--- src/sv/utf8wte_pkg.sv ---
// Shared types, constants and the code point weight function of the token estimator.
`default_nettype none

package utf8wte_pkg;

    // Weights in twentieths of a token.
    localparam logic [5:0] W_TEXT    = 6'd5;
    localparam logic [5:0] W_DIGIT   = 6'd6;
    localparam logic [5:0] W_CONTROL = 6'd12;
    localparam logic [5:0] W_TWO     = 6'd10;
    localparam logic [5:0] W_THREE   = 6'd30;
    localparam logic [5:0] W_FOUR    = 6'd40;

    // Field widths of the stream payloads.
    localparam int unsigned BYTE_W   = 8;
    localparam int unsigned CP_W     = 21;
    localparam int unsigned EST_W    = 20;
    localparam int unsigned M_DATA_W = 24;
    localparam int unsigned OVH_W    = 8;

    // Estimate limit, and the rounded sum at or above which the quotient reaches 2^20.
    localparam logic [EST_W-1:0] EST_MAX   = 20'hFFFFF;
    localparam logic [24:0]      SUM_LIMIT = 25'd20971520;

    // Reciprocal of five, scaled by 2^26 and rounded up.
    localparam logic [23:0]      RECIP5    = 24'd13421773;
    localparam int unsigned      RECIP_SH  = 26;

    // Reset value of the overhead register.
    localparam logic [OVH_W-1:0] OVH_RESET = 8'd4;

    // Control bits travelling with a finished text total.
    typedef struct packed {
        logic valid;
        logic stopped;
    } t_done_info;

    // Weight of one decoded code point.
    function automatic logic [5:0] cp_weight(input logic [CP_W-1:0] cp);
        logic [6:0] a;
        logic [5:0] w;
        a = cp[6:0];
        if (cp < 21'h80) begin
            if ((a >= 7'h41 && a <= 7'h5A) || (a >= 7'h61 && a <= 7'h7A)) begin
                w = W_TEXT;
            end else if (a >= 7'h30 && a <= 7'h39) begin
                w = W_DIGIT;
            end else if (a == 7'h20 || (a >= 7'h09 && a <= 7'h0D)) begin
                w = W_TEXT;
            end else if ((a >= 7'h21 && a <= 7'h2F) || (a >= 7'h3A && a <= 7'h40) ||
                         (a >= 7'h5B && a <= 7'h60) || (a >= 7'h7B && a <= 7'h7E)) begin
                w = W_TEXT;
            end else begin
                w = W_CONTROL;
            end
        end else if (cp < 21'h800) begin
            w = W_TWO;
        end else if (cp < 21'h10000) begin
            w = W_THREE;
        end else begin
            w = W_FOUR;
        end
        return w;
    endfunction

endpackage

`default_nettype wire

--- src/sv/utf8_weighted_token_estimator.sv ---
// Top level of the UTF-8 weighted token estimator.
//
//  Channel   Direction  Payload
//  s_*       in         tdata[7:0] data_byte, tuser byte_present, tlast end_of_text
//  m_*       out        tdata[19:0] token_estimate (bits 23:20 zero), tuser stopped_early
//  i_cfg_*   in         overhead_tokens, 8 bits, written when i_cfg_we is high
//
//  One input item is taken per cycle while s_tready is high; each byte is decoded
//  and weighted in the cycle it is accepted.
//  A result item reaches m_* from its end-of-text item through the capture, rounding,
//  reciprocal multiply and overhead registers in that order.
//  s_tready falls only when all result stages are full and m_tready is low.
//  Reset is synchronous; it clears the text state and sets the overhead to 4.
`default_nettype none

module utf8_weighted_token_estimator #(
    parameter int unsigned ACC_WIDTH = 24
) (
    input  wire logic        i_clk,
    input  wire logic        i_rst_n,
    input  wire logic        s_tvalid,
    output logic             s_tready,
    input  wire logic [7:0]  s_tdata,   // [7:0] data_byte
    input  wire logic        s_tuser,   // [0] byte_present
    input  wire logic        s_tlast,   // end_of_text
    output logic             m_tvalid,
    input  wire logic        m_tready,
    output logic [23:0]      m_tdata,   // [19:0] token_estimate, [23:20] zero
    output logic             m_tuser,   // [0] stopped_early
    input  wire logic        i_cfg_we,
    input  wire logic [7:0]  i_cfg_wdata
);
    import utf8wte_pkg::*;

    logic [OVH_W-1:0]     r_overhead;
    logic                 accept;
    t_done_info           done;
    logic [ACC_WIDTH-1:0] total;
    logic [EST_W-1:0]     estimate;

    assign accept = s_tvalid && s_tready;

    // Overhead register.
    always_ff @(posedge i_clk) begin
        if (!i_rst_n) begin
            r_overhead <= OVH_RESET;
        end else if (i_cfg_we) begin
            r_overhead <= i_cfg_wdata;
        end
    end

    utf8wte_decode #(
        .ACC_WIDTH (ACC_WIDTH)
    ) u_decode (
        .i_clk     (i_clk),
        .i_rst_n   (i_rst_n),
        .i_accept  (accept),
        .i_byte    (s_tdata),
        .i_present (s_tuser),
        .i_last    (s_tlast),
        .o_done    (done),
        .o_total   (total)
    );

    utf8wte_scale #(
        .ACC_WIDTH (ACC_WIDTH)
    ) u_scale (
        .i_clk      (i_clk),
        .i_rst_n    (i_rst_n),
        .i_done     (done),
        .i_total    (total),
        .i_overhead (r_overhead),
        .o_ready    (s_tready),
        .o_valid    (m_tvalid),
        .i_ready    (m_tready),
        .o_estimate (estimate),
        .o_stopped  (m_tuser)
    );

    assign m_tdata = {(M_DATA_W-EST_W)'(0), estimate};

endmodule

`default_nettype wire

--- src/sv/utf8wte_decode.sv ---
// UTF-8 decoder state and saturating weight accumulator, one byte per cycle while i_accept is high.
`default_nettype none

module utf8wte_decode #(
    parameter int unsigned ACC_WIDTH = 24
) (
    input  wire logic                          i_clk,
    input  wire logic                          i_rst_n,
    input  wire logic                          i_accept,
    input  wire logic [utf8wte_pkg::BYTE_W-1:0] i_byte,
    input  wire logic                          i_present,
    input  wire logic                          i_last,
    output utf8wte_pkg::t_done_info            o_done,
    output logic [ACC_WIDTH-1:0]               o_total
);
    import utf8wte_pkg::*;

    logic [1:0]           r_pending, n_pending;
    logic [CP_W-1:0]      r_partial, n_partial;
    logic [ACC_WIDTH-1:0] r_total,   n_total;
    logic                 r_halted,  n_halted;

    logic                 add_en;
    logic [CP_W-1:0]      add_cp;
    logic [CP_W-1:0]      cont_cp;
    logic [5:0]           weight;
    logic [ACC_WIDTH:0]   acc_sum;

    assign cont_cp = {r_partial[CP_W-7:0], i_byte[5:0]};
    assign weight  = cp_weight(add_cp);
    assign acc_sum = {1'b0, r_total} + (ACC_WIDTH+1)'(weight);

    // Byte decode, weight add and end-of-text hand-over.
    always_comb begin
        n_pending = r_pending;
        n_partial = r_partial;
        n_halted  = r_halted;
        add_en    = 1'b0;
        add_cp    = '0;
        if (i_accept && i_present && !r_halted) begin
            if (r_pending != 2'd0) begin
                if (i_byte[7:6] != 2'b10) begin
                    // Bad continuation byte: drop the unfinished code point.
                    n_halted  = 1'b1;
                    n_pending = 2'd0;
                    n_partial = '0;
                end else if (r_pending == 2'd1) begin
                    add_en    = 1'b1;
                    add_cp    = cont_cp;
                    n_pending = 2'd0;
                    n_partial = '0;
                end else begin
                    n_pending = r_pending - 2'd1;
                    n_partial = cont_cp;
                end
            end else begin
                priority if (i_byte[7] == 1'b0) begin
                    add_en = 1'b1;
                    add_cp = CP_W'(i_byte);
                end else if (i_byte[7:5] == 3'b110) begin
                    n_pending = 2'd1;
                    n_partial = CP_W'(i_byte[4:0]);
                end else if (i_byte[7:4] == 4'b1110) begin
                    n_pending = 2'd2;
                    n_partial = CP_W'(i_byte[3:0]);
                end else if (i_byte[7:3] == 5'b11110) begin
                    n_pending = 2'd3;
                    n_partial = CP_W'(i_byte[2:0]);
                end else begin
                    n_halted = 1'b1;
                end
            end
        end

        if (!add_en) begin
            n_total = r_total;
        end else if (acc_sum[ACC_WIDTH]) begin
            n_total = '1;
        end else begin
            n_total = acc_sum[ACC_WIDTH-1:0];
        end

        // The last item of a text passes its total on and clears the text state.
        o_done.valid   = i_accept && i_last;
        o_done.stopped = n_halted || (n_pending != 2'd0);
        o_total        = n_total;
        if (i_accept && i_last) begin
            n_pending = 2'd0;
            n_partial = '0;
            n_total   = '0;
            n_halted  = 1'b0;
        end
    end

    // Text state registers.
    always_ff @(posedge i_clk) begin
        if (!i_rst_n) begin
            r_pending <= 2'd0;
            r_partial <= '0;
            r_total   <= '0;
            r_halted  <= 1'b0;
        end else begin
            r_pending <= n_pending;
            r_partial <= n_partial;
            r_total   <= n_total;
            r_halted  <= n_halted;
        end
    end

endmodule

`default_nettype wire

--- src/sv/utf8wte_scale.sv ---
// Result pipeline: round, divide by twenty, add the overhead and hold the result item.
`default_nettype none

module utf8wte_scale #(
    parameter int unsigned ACC_WIDTH = 24
) (
    input  wire logic                            i_clk,
    input  wire logic                            i_rst_n,
    input  wire utf8wte_pkg::t_done_info         i_done,
    input  wire logic [ACC_WIDTH-1:0]            i_total,
    input  wire logic [utf8wte_pkg::OVH_W-1:0]   i_overhead,
    output logic                                 o_ready,
    output logic                                 o_valid,
    input  wire logic                            i_ready,
    output logic [utf8wte_pkg::EST_W-1:0]        o_estimate,
    output logic                                 o_stopped
);
    import utf8wte_pkg::*;

    // Rounded sum is kept at least wide enough to compare against the limit.
    localparam int unsigned EXT_W = (ACC_WIDTH + 1 > 25) ? ACC_WIDTH + 1 : 25;
    localparam int unsigned X_W   = 23;
    localparam int unsigned P_W   = X_W + 24;

    // Stage 1: captured total.
    logic                 r_s1_valid, r_s1_stopped;
    logic [ACC_WIDTH-1:0] r_s1_total;
    // Stage 2: rounded sum divided by four, and the overflow flag.
    logic                 r_s2_valid, r_s2_stopped, r_s2_sat;
    logic [X_W-1:0]       r_s2_x;
    // Stage 3: quotient by five.
    logic                 r_s3_valid, r_s3_stopped, r_s3_sat;
    logic [EST_W-1:0]     r_s3_q;
    // Output register.
    logic                 r_o_valid, r_o_stopped;
    logic [EST_W-1:0]     r_o_est;

    logic                 out_free, s3_free, s2_free, s1_free;
    logic [EXT_W-1:0]     round_sum;
    logic [P_W-1:0]       product;
    logic [EST_W:0]       est_sum;
    logic [EST_W-1:0]     n_o_est;

    assign out_free = !r_o_valid || i_ready;
    assign s3_free  = !r_s3_valid || out_free;
    assign s2_free  = !r_s2_valid || s3_free;
    assign s1_free  = !r_s1_valid || s2_free;
    assign o_ready  = s1_free;

    assign round_sum = EXT_W'(r_s1_total) + EXT_W'(10);
    assign product   = P_W'(r_s2_x) * P_W'(RECIP5);
    assign est_sum   = {1'b0, r_s3_q} + (EST_W+1)'(i_overhead);
    assign n_o_est   = (r_s3_sat || est_sum[EST_W]) ? EST_MAX : est_sum[EST_W-1:0];

    // Valid flags of the stages.
    always_ff @(posedge i_clk) begin
        if (!i_rst_n) begin
            r_s1_valid <= 1'b0;
            r_s2_valid <= 1'b0;
            r_s3_valid <= 1'b0;
            r_o_valid  <= 1'b0;
        end else begin
            if (s1_free) begin
                r_s1_valid <= i_done.valid;
            end
            if (s2_free) begin
                r_s2_valid <= r_s1_valid;
            end
            if (s3_free) begin
                r_s3_valid <= r_s2_valid;
            end
            if (out_free) begin
                r_o_valid <= r_s3_valid;
            end
        end
    end

    // Payload of the stages.
    always_ff @(posedge i_clk) begin
        if (s1_free && i_done.valid) begin
            r_s1_total   <= i_total;
            r_s1_stopped <= i_done.stopped;
        end
        if (s2_free && r_s1_valid) begin
            r_s2_sat     <= round_sum >= EXT_W'(SUM_LIMIT);
            r_s2_x       <= round_sum[X_W+1:2];
            r_s2_stopped <= r_s1_stopped;
        end
        if (s3_free && r_s2_valid) begin
            r_s3_q       <= product[RECIP_SH+EST_W-1:RECIP_SH];
            r_s3_sat     <= r_s2_sat;
            r_s3_stopped <= r_s2_stopped;
        end
        if (out_free && r_s3_valid) begin
            r_o_est      <= n_o_est;
            r_o_stopped  <= r_s3_stopped;
        end
    end

    assign o_valid    = r_o_valid;
    assign o_estimate = r_o_est;
    assign o_stopped  = r_o_stopped;

endmodule

`default_nettype wire

--- config.mk ---
export PLATFORM = sky130hd
export DESIGN_NAME = utf8_weighted_token_estimator
export DESIGN_NICKNAME = d
export VERILOG_FILES = /design/src/sv/utf8wte_pkg.sv /design/src/sv/utf8_weighted_token_estimator.sv /design/src/sv/utf8wte_decode.sv /design/src/sv/utf8wte_scale.sv
export SDC_FILE = /design/constraint.sdc
export NUM_CORES = 1
export LEC_CHECK = 0
export ABC_AREA = 1
export BUFFER_PORTS_ARGS = -buffer_cell sky130_fd_sc_hd__buf_2
export CAP_MARGIN = 0
export CORE_UTILIZATION = 43
export DETAILED_ROUTE_END_ITERATION = 12
export GPL_TIMING_DRIVEN = 0
export SYNTH_ARGS = -nofsm -noshare
export SYNTH_HDL_FRONTEND = slang
export SYNTH_SLANG_ARGS = --single-unit
--- constraint.sdc ---
create_clock -name i_clk -period 6.71 [get_ports i_clk]
set_input_delay 0 -clock i_clk [delete_from_list [all_inputs] [get_ports i_clk]]
set_output_delay 0 -clock i_clk [all_outputs]
set_load 0.1 [all_outputs]
==> After elaboration in Yosys (flattened, before gate mapping) <==
Index checks and enable logic that the tools add are counted.
{ "op_classes": {"addsub": 4, "multipliers": 1, "order_cmp": 20, "n_eq_ne": 6, "muxes": 41, "bitwise_logic": 1, "n_reduce_logical": 38} }
{ "ops": {"columns": ["op", "count"], "rows": [
  ["$mux W15", 7],
  ["$mux W21", 4],
  ["$mux W24", 2],
  ["$mul A23 B24 Y46 const B", 1],
  ["$mux W6", 6],
  ["$le A7 B7 Y1 const B", 5],
  ["$ge A7 B7 Y1 const B", 4],
  ["$add A24 B4 Y25 const B", 1],
  ["$add A24 B6 Y25", 1],
  ["$ge A25 B25 Y1 const B", 1],
  ["$add A20 B8 Y21", 1],
  ["$ge A7 B6 Y1 const B", 3],
  ["$lt A21 B12 Y1 const B", 1],
  ["$lt A21 B17 Y1 const B", 1],
  ["$lt A21 B8 Y1 const B", 1],
  ["$logic_and A1 B1 Y1", 16],
  ["$mux W2", 8],
  ["$le A7 B6 Y1 const B", 2],
  ["$mux W1", 12],
  ["$logic_or A1 B1 Y1", 11],
  ["$eq A7 B6 Y1 const B", 1],
  ["$ge A7 B4 Y1 const B", 1],
  ["$le A7 B4 Y1 const B", 1],
  ["$mux W7", 1],
  ["other kinds (13)", 19]
]} }
{ "word_totals": {"reg_bits": 147, "inputBits": 23} }

==> Depth between registers and ports, before layout <==
Gate-level depths: netlist of the first run.
{ "depth": {"word_depth": 22, "depth_mapped": 26, "mapped_depth_nobuf": 26} }

==> Cells and area by module <==
A second synthesis of the first run with hierarchy kept.
{ "unflattened": {"hier_cells": 1993, "hier_area_um2": 16383.2} }
{ "by_module_without_submodules": {"columns": ["mod", "n_inst", "cells_each", "area_each_um2"], "rows": [
  ["utf8wte_scale", 1, 1450, 12928.6],
  ["utf8wte_decode", 1, 486, 3072.9],
  ["utf8_weighted_token_estimator", 1, 57, 381.6]
]} }

==> Worst setup path after synthesis of the first run <==
No wires, ideal clock.
{ "synth_timing": {"path_kind": "reg-to-reg", "start": "reg u_scale.r_s2_x[15]", "end": "reg u_scale.r_s3_q[13] (data pin)", "setup_ps": 254, "arrival_ps": 5315, "slack_ps": 1141, "path_stages_with_launch": 20, "path_buffers": 0, "period_less_slack_ps": 5569, "path_cell_list": "edfxtp_1 inv_1 ha_1 fa_1 fa_1 fa_1 inv_1 fa_1 inv_1 fa_1 fa_1 inv_1 ha_1 nand2_1 nor2_1 inv_1 nor4_1 nand4_1 nand4_1 nand2_1"} }
{ "synth_via": {"elab_chain_len": 1} }
{ "synth_lines": {"columns": ["item", "line_no", "source"], "rows": [
  ["start: declaration", "utf8wte_scale.sv:30", "logic [X_W-1:0] r_s2_x;"],
  ["start signal: assignment", "utf8wte_scale.sv:86", "r_s2_x <= round_sum[X_W+1:2];"],
  ["$mul A23 B24 Y46", "utf8wte_scale.sv:51", "assign product = P_W'(r_s2_x) * P_W'(RECIP5);"],
  ["net u_scale.product[39]", "utf8wte_scale.sv:40", "logic [P_W-1:0] product;"],
  ["end signal: assignment", "utf8wte_scale.sv:90", "r_s3_q <= product[RECIP_SH+EST_W-1:RECIP_SH];"],
  ["end: declaration", "utf8wte_scale.sv:33", "logic [EST_W-1:0] r_s3_q;"]
]} }
The timed path passes the listed nets, and every way through them passes these cells.
A chain may end at the register's enable or synchronous reset.

==> Worst setup path after layout of the first run <==
{ "layout_timing": {"start": "reg u_scale.r_s2_x[8]", "end": "reg u_scale.r_s3_q[16] (data pin)"} }
Same word-level chain as after synthesis.

==> metrics.cfg, run 1 <==
[clock_tree]
numCtsBuffers=17
cts_max_level=4
cts-root-buf=clkbuf_16
clk_latency_ns=0.46
cts.path.max_buffers=2
cts_tree=built
path_clk_slew_ns=0.08
cts.sinks=146

[logic_synthesis]
synth_seq_cells=146
synth_area_per_cell_sq_um=8.21
yosys.cell_types.count=49
async_flop_share_pct=0
synth-edff-count=92
yosysSeqAreaShare_pct=24.1
synth_compound_area_share_pct=7.62
synthAdderAreaFrac_pct=35.0
synthFlopType=edfxtp_1
yosys_warnings=0
synth.area.mux_share_pct=0
synth_top_family_by_area=adder cells
synthSimpleGateAreaFrac_pct=20.3
synthCells=1944
synth_area_sq_mm=0.0160
synth_xor_area_share_pct=2.36

[timing]
finalClockSkew_ns=0.0197
slew_headroom_pct=30.0
hold_ws_ns=0.0375
hold_viol_final=0
clock.fmax_ghz=0.153
setup_viol=0
period_minus_slack_ns=6.53
worstMarginPinSlew_ns=1.05
period_share_pct=97.3
drv_slew=0

[worst_hold_path]
worstHoldStart=s_tlast
hold_path_class=in2reg
min_to=u_scale.r_s1_valid$_SDFFE_PN0P_
hold_depth=5

[worst_setup_path]
path_cells=ha_1, fa_1, inv_1, fa_1, inv_1, fa_1, inv_1, fa_1, fa_1, fa_1, inv_1, ha_1, nand2_1, nor2_1, inv_1, nor2_1, inv_1, nor2_1, o211ai_1, nand4_1, nand2_1
crit_type=reg2reg
path_delay_family=adder cells
cp-end-kind=flip-flop
cp-startpoint=u_scale.r_s2_x[8]$_DFFE_PP_
slowest_stage=fa_1
max_stage_delay_ns=0.63
critical_path_buf_inv_count=6
rr_endpoint=u_scale.r_s3_q[16]$_DFFE_PP_
reg2reg_depth=21
regToRegSetupSlack_ns=0.18
cp-start-kind=flip-flop
r2r_start=u_scale.r_s2_x[8]$_DFFE_PP_
cp.required_ns=6.91
worstPathArrival_ns=6.73
crit_fanout=4

[route]
first_pass_iters=5
wl_per_cell_microns=16.9
ant_nets=0
drt-initial-drc-count=614
drc=0
avgViaCountPerCell=5.10
drt_wl_total_mm=42.7
vias=12861

[run]
drv_cap=0

[layout]
syn_to_final_growth_pct=11.1
layout_commonest_cell=inv_1
final_cell_mix=408 x inv_1, 365 x nand2_1, 215 x ha_1, 153 x nor2_1, 145 x fa_1
nets=2425
layout-drive-gt1-share_pct=6.76
n_antenna_cell=0
final_cells=2523

[run_status]
status=finished, final reports clean

[placed_design]
io_buffers=44
dpl.hpwl_mm=36.6
gp_congestion=1.03
placed_cells=2461

[grt]
antenna_found_initial=0
grt_pass1_vias=13589
grt_max_degree=26
grt-ovfl-total=0
grt_pass1_wl_mm=69.0
grt_use_total_pct=23.7

[die]
initial_core_util_pct=43.7
coreArea_sq_mm=0.0365
rows=70
dieWidth_microns=195
die_area_sq_mm=0.0379
die_y_microns=195
io_pins=50

[power]
powerDensity_mw_per_mm2=395
p_leak_nw=8.83
power_mw=7.00
max-vdd-ir-drop_mv=0.264

==> cells by family after synthesis <==
| group | Yosys count |
|---|---|
| AO/OA/AOI/OAI | 220 |
| XOR/XNOR | 43 |
| adder cells (fa/ha/maj) | 360 |
| buffers and inverters | 435 |
| flip-flops | 146 |
| other | 1 |
| AND/OR/NAND/NOR | 739 |
==> report_power, final <==
part	internal [mW]	switching [mW]
clock	0.542	0.441
sequential	1.12	0.0335
combinational	1.68	3.19
==> Yosys cell counts, drive strengths merged, types with 6 or more instances <==
cell type | number | share of area, %
nor3 | 34 | 1.2
nand3 | 114 | 3.7
o21a | 6 | 0.28
xnor2 | 17 | 0.93
nor2 | 166 | 4.2
nand2 | 368 | 8.7
nor4 | 9 | 0.45
xor2 | 26 | 1.4
fa | 145 | 18
a21oi | 106 | 3.3
edfxtp | 92 | 17
ha | 215 | 17
buf | 16 | 0.72
a21boi | 6 | 0.28
nand3b | 7 | 0.33
inv | 412 | 9.7
a21o | 8 | 0.38
o21ai | 69 | 2.2
o21bai | 7 | 0.33
dfxtp | 54 | 6.8
nand4 | 35 | 1.5
==> worst reg2reg max path, delay by kind of cell (launching register included) <==
kind,cells,cell delay (ns)
compound gates,1,0.28
fa+ha+maj,8,4.02
buf+inv,6,0.51
flops,1,0.50
simple gates,6,0.98
==> final cells by class <==
| class | count | area, sq um |
|---|---|---|
| Timing Repair Buffer | 76 | 548 |
| Clock buffer | 20 | 489 |
| Sequential cell | 146 | 3840 |
| Clock inverter | 12 | 109 |
| Fill cell | 3593 | 18800 |
| Tap cell | 468 | 586 |
| Multi-Input combinational cell | 1366 | 10500 |
| Buffer | 21 | 134 |
| Inverter | 414 | 1550 |
==> metrics by stage <==
stage	utilization [%]	worst slack, ns	TNS [ns]	area (sq um)
2_1_floorplan	-	1.14	0	16000
3_3_place_gp	45.9	-0.127	-0.227	16800
3_5_place_dp	46.1	-0.111	-0.204	16800
4_1_cts	48.4	0.0250	0	17700
5_1_grt	48.5	-0.00420	-0.00420	17700
6_report	48.5	0.183	0	17700
==> routing by layer <==
metal | routed length [microns] | GRT usage, %
met5 | 0 | 0
met4 | 2010 | 11.5
met3 | 1000 | 2.78
met2 | 22600 | 45.3
met1 | 17200 | 25.7
==> worst max path at each step <==
stage | to | slack [ns] | cells after the start
2_1_floorplan | u_scale.r_s3_q[13]$_DFFE_PP_ | 1.14 | 19
4_1_cts | u_scale.r_s3_q[16]$_DFFE_PP_ | 0.03 | 21
5_1_grt | u_scale.r_s3_q[12]$_DFFE_PP_ | -0.004 | 20
3_3_place_gp | u_scale.r_s3_q[13]$_DFFE_PP_ | -0.13 | 19
3_5_place_dp | u_scale.r_s3_q[12]$_DFFE_PP_ | -0.11 | 19
6_report | u_scale.r_s3_q[16]$_DFFE_PP_ | 0.18 | 21
==> sequential cells by signal (all words and copies together) (netlist names) <==
signal                cells
u_scale.o_stopped         1
u_scale.r_s1_valid        1
u_scale.o_valid           1
u_decode.r_pending        2
u_decode.r_partial       15
r_overhead                8
u_decode.r_total         24
u_scale.r_s3_valid        1
u_scale.r_s1_total       23
u_scale.r_s3_stopped      1
u_scale.r_s2_x           23
u_decode.r_halted         1
u_scale.r_s1_stopped      1
u_scale.r_s2_valid        1
u_scale.r_s2_sat          1
u_scale.r_s3_sat          1
u_scale.r_s3_q           20
u_scale.r_s2_stopped      1
u_scale.o_estimate       20
==> repair_timing <==
action | in CTS | in global routing
pin swaps | 0 | 2
hold endpoints to repair | 17 | 0
resized for setup | 2 | 5
setup endpoints to repair | 2 | 7
setup buffers | 0 | 6
hold buffers | 24 | 0
Note: power is estimated with default switching activity, not from simulation.
==> run 2: changes to the inputs <==
--- a/config.mk
+++ b/config.mk
@@ -8,6 +8,7 @@
 export ABC_AREA = 1
 export BUFFER_PORTS_ARGS = -buffer_cell sky130_fd_sc_hd__buf_2
 export CAP_MARGIN = 0
+export CORE_ASPECT_RATIO = 0.75
 export CORE_UTILIZATION = 43
 export DETAILED_ROUTE_END_ITERATION = 12
 export GPL_TIMING_DRIVEN = 0
==> run 2 against run 1 <==
Wire length down 4.2%. Via count shrank 0.77%. Sequential share of layout area about the same. Die area about the same. Critical endpoint is now u_scale.r_s3_q[13]$_DFFE_PP_. Largest power group unchanged.
==> metrics.cfg, run 2 (synthesized netlist as in run 1, its figures left out) <==
[layout]
regArea_sq_mm=0.00384  ; unchanged
largest_reg_flops=24  ; unchanged
nets=2422  ; -0.12%
syn_to_final_growth_pct=11.0
final_cells=2549  ; +1.0%
fin_util_pct=48.9  ; +0.39 points
reg.largest.list=u_decode.r_total (24), u_scale.r_s1_total (23), u_scale.r_s2_x (23)
fin_area_sq_mm=0.0177  ; -0.12%
fillCellCount=3509  ; -2.3%
final_cell_mix=408 x inv_1, 365 x nand2_1, 214 x ha_1, 155 x nor2_1, 145 x fa_1
multiInputGateArea_sq_mm=0.0105  ; about the same
top_register=u_decode.r_total
layout_commonest_cell=inv_1
layout-drive-gt1-share_pct=6.24  ; -0.53 points

[die]
rows=60  ; -14%
die_area_sq_mm=0.0379  ; about the same
dieWidth_microns=224  ; +15%
coreArea_sq_mm=0.0362  ; -0.92%
io_pins=50  ; unchanged
die_y_microns=169  ; -13%
initial_core_util_pct=44.1  ; +0.41 points

[power]
internal_power_mw=3.32  ; -0.61%
swShare_pct=52.1  ; -0.21 points
p_switching_mw=3.61  ; -1.4%
p_clk_share_pct=13.4  ; -0.6 points
combPwrFrac_pct=69.9  ; +0.4 points
powerDensity_mw_per_mm2=391  ; -0.93%
p_leak_nw=8.79  ; -0.39%
max-vdd-ir-drop_mv=0.275  ; +4.1%
p_seq_share_pct=16.7  ; +0.3 points

[route]
vias=12762  ; -0.77%
wl_met2_mm=17.9  ; -21%
highest_layer=met4
drt-initial-drc-count=854  ; +39%
drt_wl_total_mm=41.0  ; -4.2%
ant_nets=0  ; unchanged
avgViaCountPerCell=5.01  ; -1.8%
met3_length_mm=2.60  ; +160%
wl_met1_mm=19.8  ; +15%
drc=0  ; unchanged
wl_per_cell_microns=16.1  ; -5.2%
first_pass_iters=7  ; +2

[timing]
worstMarginPinSlew_ns=0.973  ; -0.0754 ns
hold_viol_final=0  ; unchanged
hold_ws_ns=0.0512  ; +0.0136 ns
clock.fmax_ghz=0.157  ; +2.4%
setup_viol=0  ; unchanged
drv_slew=0  ; unchanged
period_share_pct=95.0  ; -2.3 points
slew_headroom_pct=35.1  ; +5.0 points
period_minus_slack_ns=6.37  ; -0.156 ns
finalClockSkew_ns=0.00861  ; -0.0111 ns

[grt]
antenna_found_initial=1  ; +1
grt-ovfl-total=0  ; unchanged
grt_pass1_vias=12766  ; -6.1%
grt_pass1_wl_mm=66.7  ; -3.4%
grt_max_degree=26  ; unchanged
grt_use_total_pct=22.8  ; -0.92 points

[clock_tree]
cts-root-buf=clkbuf_16
cts_tree=built
numCtsBuffers=17  ; unchanged
cts_max_level=4  ; unchanged
clk_latency_ns=0.45  ; about the same
cts.path.max_buffers=2  ; unchanged
path_clk_slew_ns=0.06  ; -0.02 ns
cts.sinks=146  ; unchanged

[placed_design]
io_buffers=44  ; unchanged
gp_congestion=0.973  ; -5.2%
dpl.hpwl_mm=35.4  ; -3.4%
placed_cells=2489  ; +1.1%
place_area_sq_mm=0.0168  ; +0.13%

[run_status]
status=finished, final reports clean

[worst_hold_path]
hold_path_class=in2reg

[worst_setup_path]
crit_fanout=4  ; unchanged
cp.required_ns=6.91  ; about the same
cp-start-kind=flip-flop
crit_type=reg2reg
worstPathArrival_ns=6.57  ; -0.16 ns
regToRegSetupSlack_ns=0.34  ; +0.16 ns
cp-end-kind=flip-flop

[run]
drv_cap=0  ; unchanged

-- run 2: cell types whose count changed in the layout (fill, tap and decap cells not counted), sizes merged --
| cell | previous run | this run |
|---|---|---|
| inv | 420 | 416 |
| clkbuf | 25 | 24 |
| dlygate4sd3 | 24 | 27 |
| clkinvlp | 0 | 3 |
| bufinv | 0 | 1 |
| diode | 0 | 1 |
| buf | 68 | 62 |
| clkinv | 6 | 7 |
-- run 2: cell type report --
type | instances | area share, %
clock buffer | 19 | 2.50
tap | 496 | 3.51
multi-input combinational | 1366 | 59.1
buffer | 21 | 0.756
timing repair buffer | 73 | 2.94
inverter | 414 | 8.78
antenna | 1 | 0.0141
sequential | 146 | 21.7
clock inverter | 13 | 0.721
-- run 2: timing repair --
| item | 4_1_cts | 5_1_grt |
|---|---|---|
| setup endpoints to repair | 0 | 1 |
| hold buffers | 27 | 0 |
| endpoints found under the hold margin | 19 | 0 |
| setup buffers | 0 | 0 |
| gates resized for setup | 0 | 4 |
-- run 2: worst paths after layout --
path / end / from / cells past startpoint
setup / recovery: u_scale.r_s3_q[13]$_DFFE_PP_ / u_scale.r_s2_x[15]$_DFFE_PP_ / 19
hold / removal: u_scale.r_s1_valid$_SDFFE_PN0P_ / i_rst_n / 4
setup reg to reg: u_scale.r_s3_q[13]$_DFFE_PP_ / u_scale.r_s2_x[15]$_DFFE_PP_ / 19
hold reg to reg: u_scale.o_stopped$_DFFE_PP_ / u_scale.r_s3_stopped$_DFFE_PP_ / 0
-- run 2: metal layers --
layer	GRT usage [%]	vias to the layer above
met5	0	-
met3	5.33	47
li1	-	6430
met4	5.21	0
met1	31.8	5965
met2	35.8	320
-- run 2: critical path, stage by stage, from the launching register on --
cell	delay, ns
edfxtp_1	0.44
inv_1	0.07
ha_1	0.37
fa_1	0.60
fa_1	0.52
fa_1	0.56
inv_1	0.08
fa_1	0.53
inv_1	0.05
fa_1	0.51
fa_1	0.55
inv_1	0.04
ha_1	0.40
nand2_1	0.14
nor2_1	0.21
inv_1	0.17
nor4_4	0.40
nand4_1	0.26
nand4_1	0.14
nand2_1	0.06
-- run 2: metrics by stage --
step	setup TNS, ns	total power [mW]	setup slack [ns]
CTS	0	6.93	0.0229
global placement	0	5.94	0.0288
detailed placement	0	5.94	0.0561
finish	0	6.93	0.339
global route	-0.0190	7.68	-0.0190
floorplan	0	4.61	1.14
-- run 2: power by group through the flow --
stage                     clock [mW]  sequential (mW)  combinational (mW)
after floorplan                    0             1.17                3.44
after global placement             0             1.17                4.76
after detailed placement           0             1.17                4.76
after CTS                      0.957             1.16                4.82
after global routing           0.985             1.16                5.53
final                          0.931             1.16                4.84
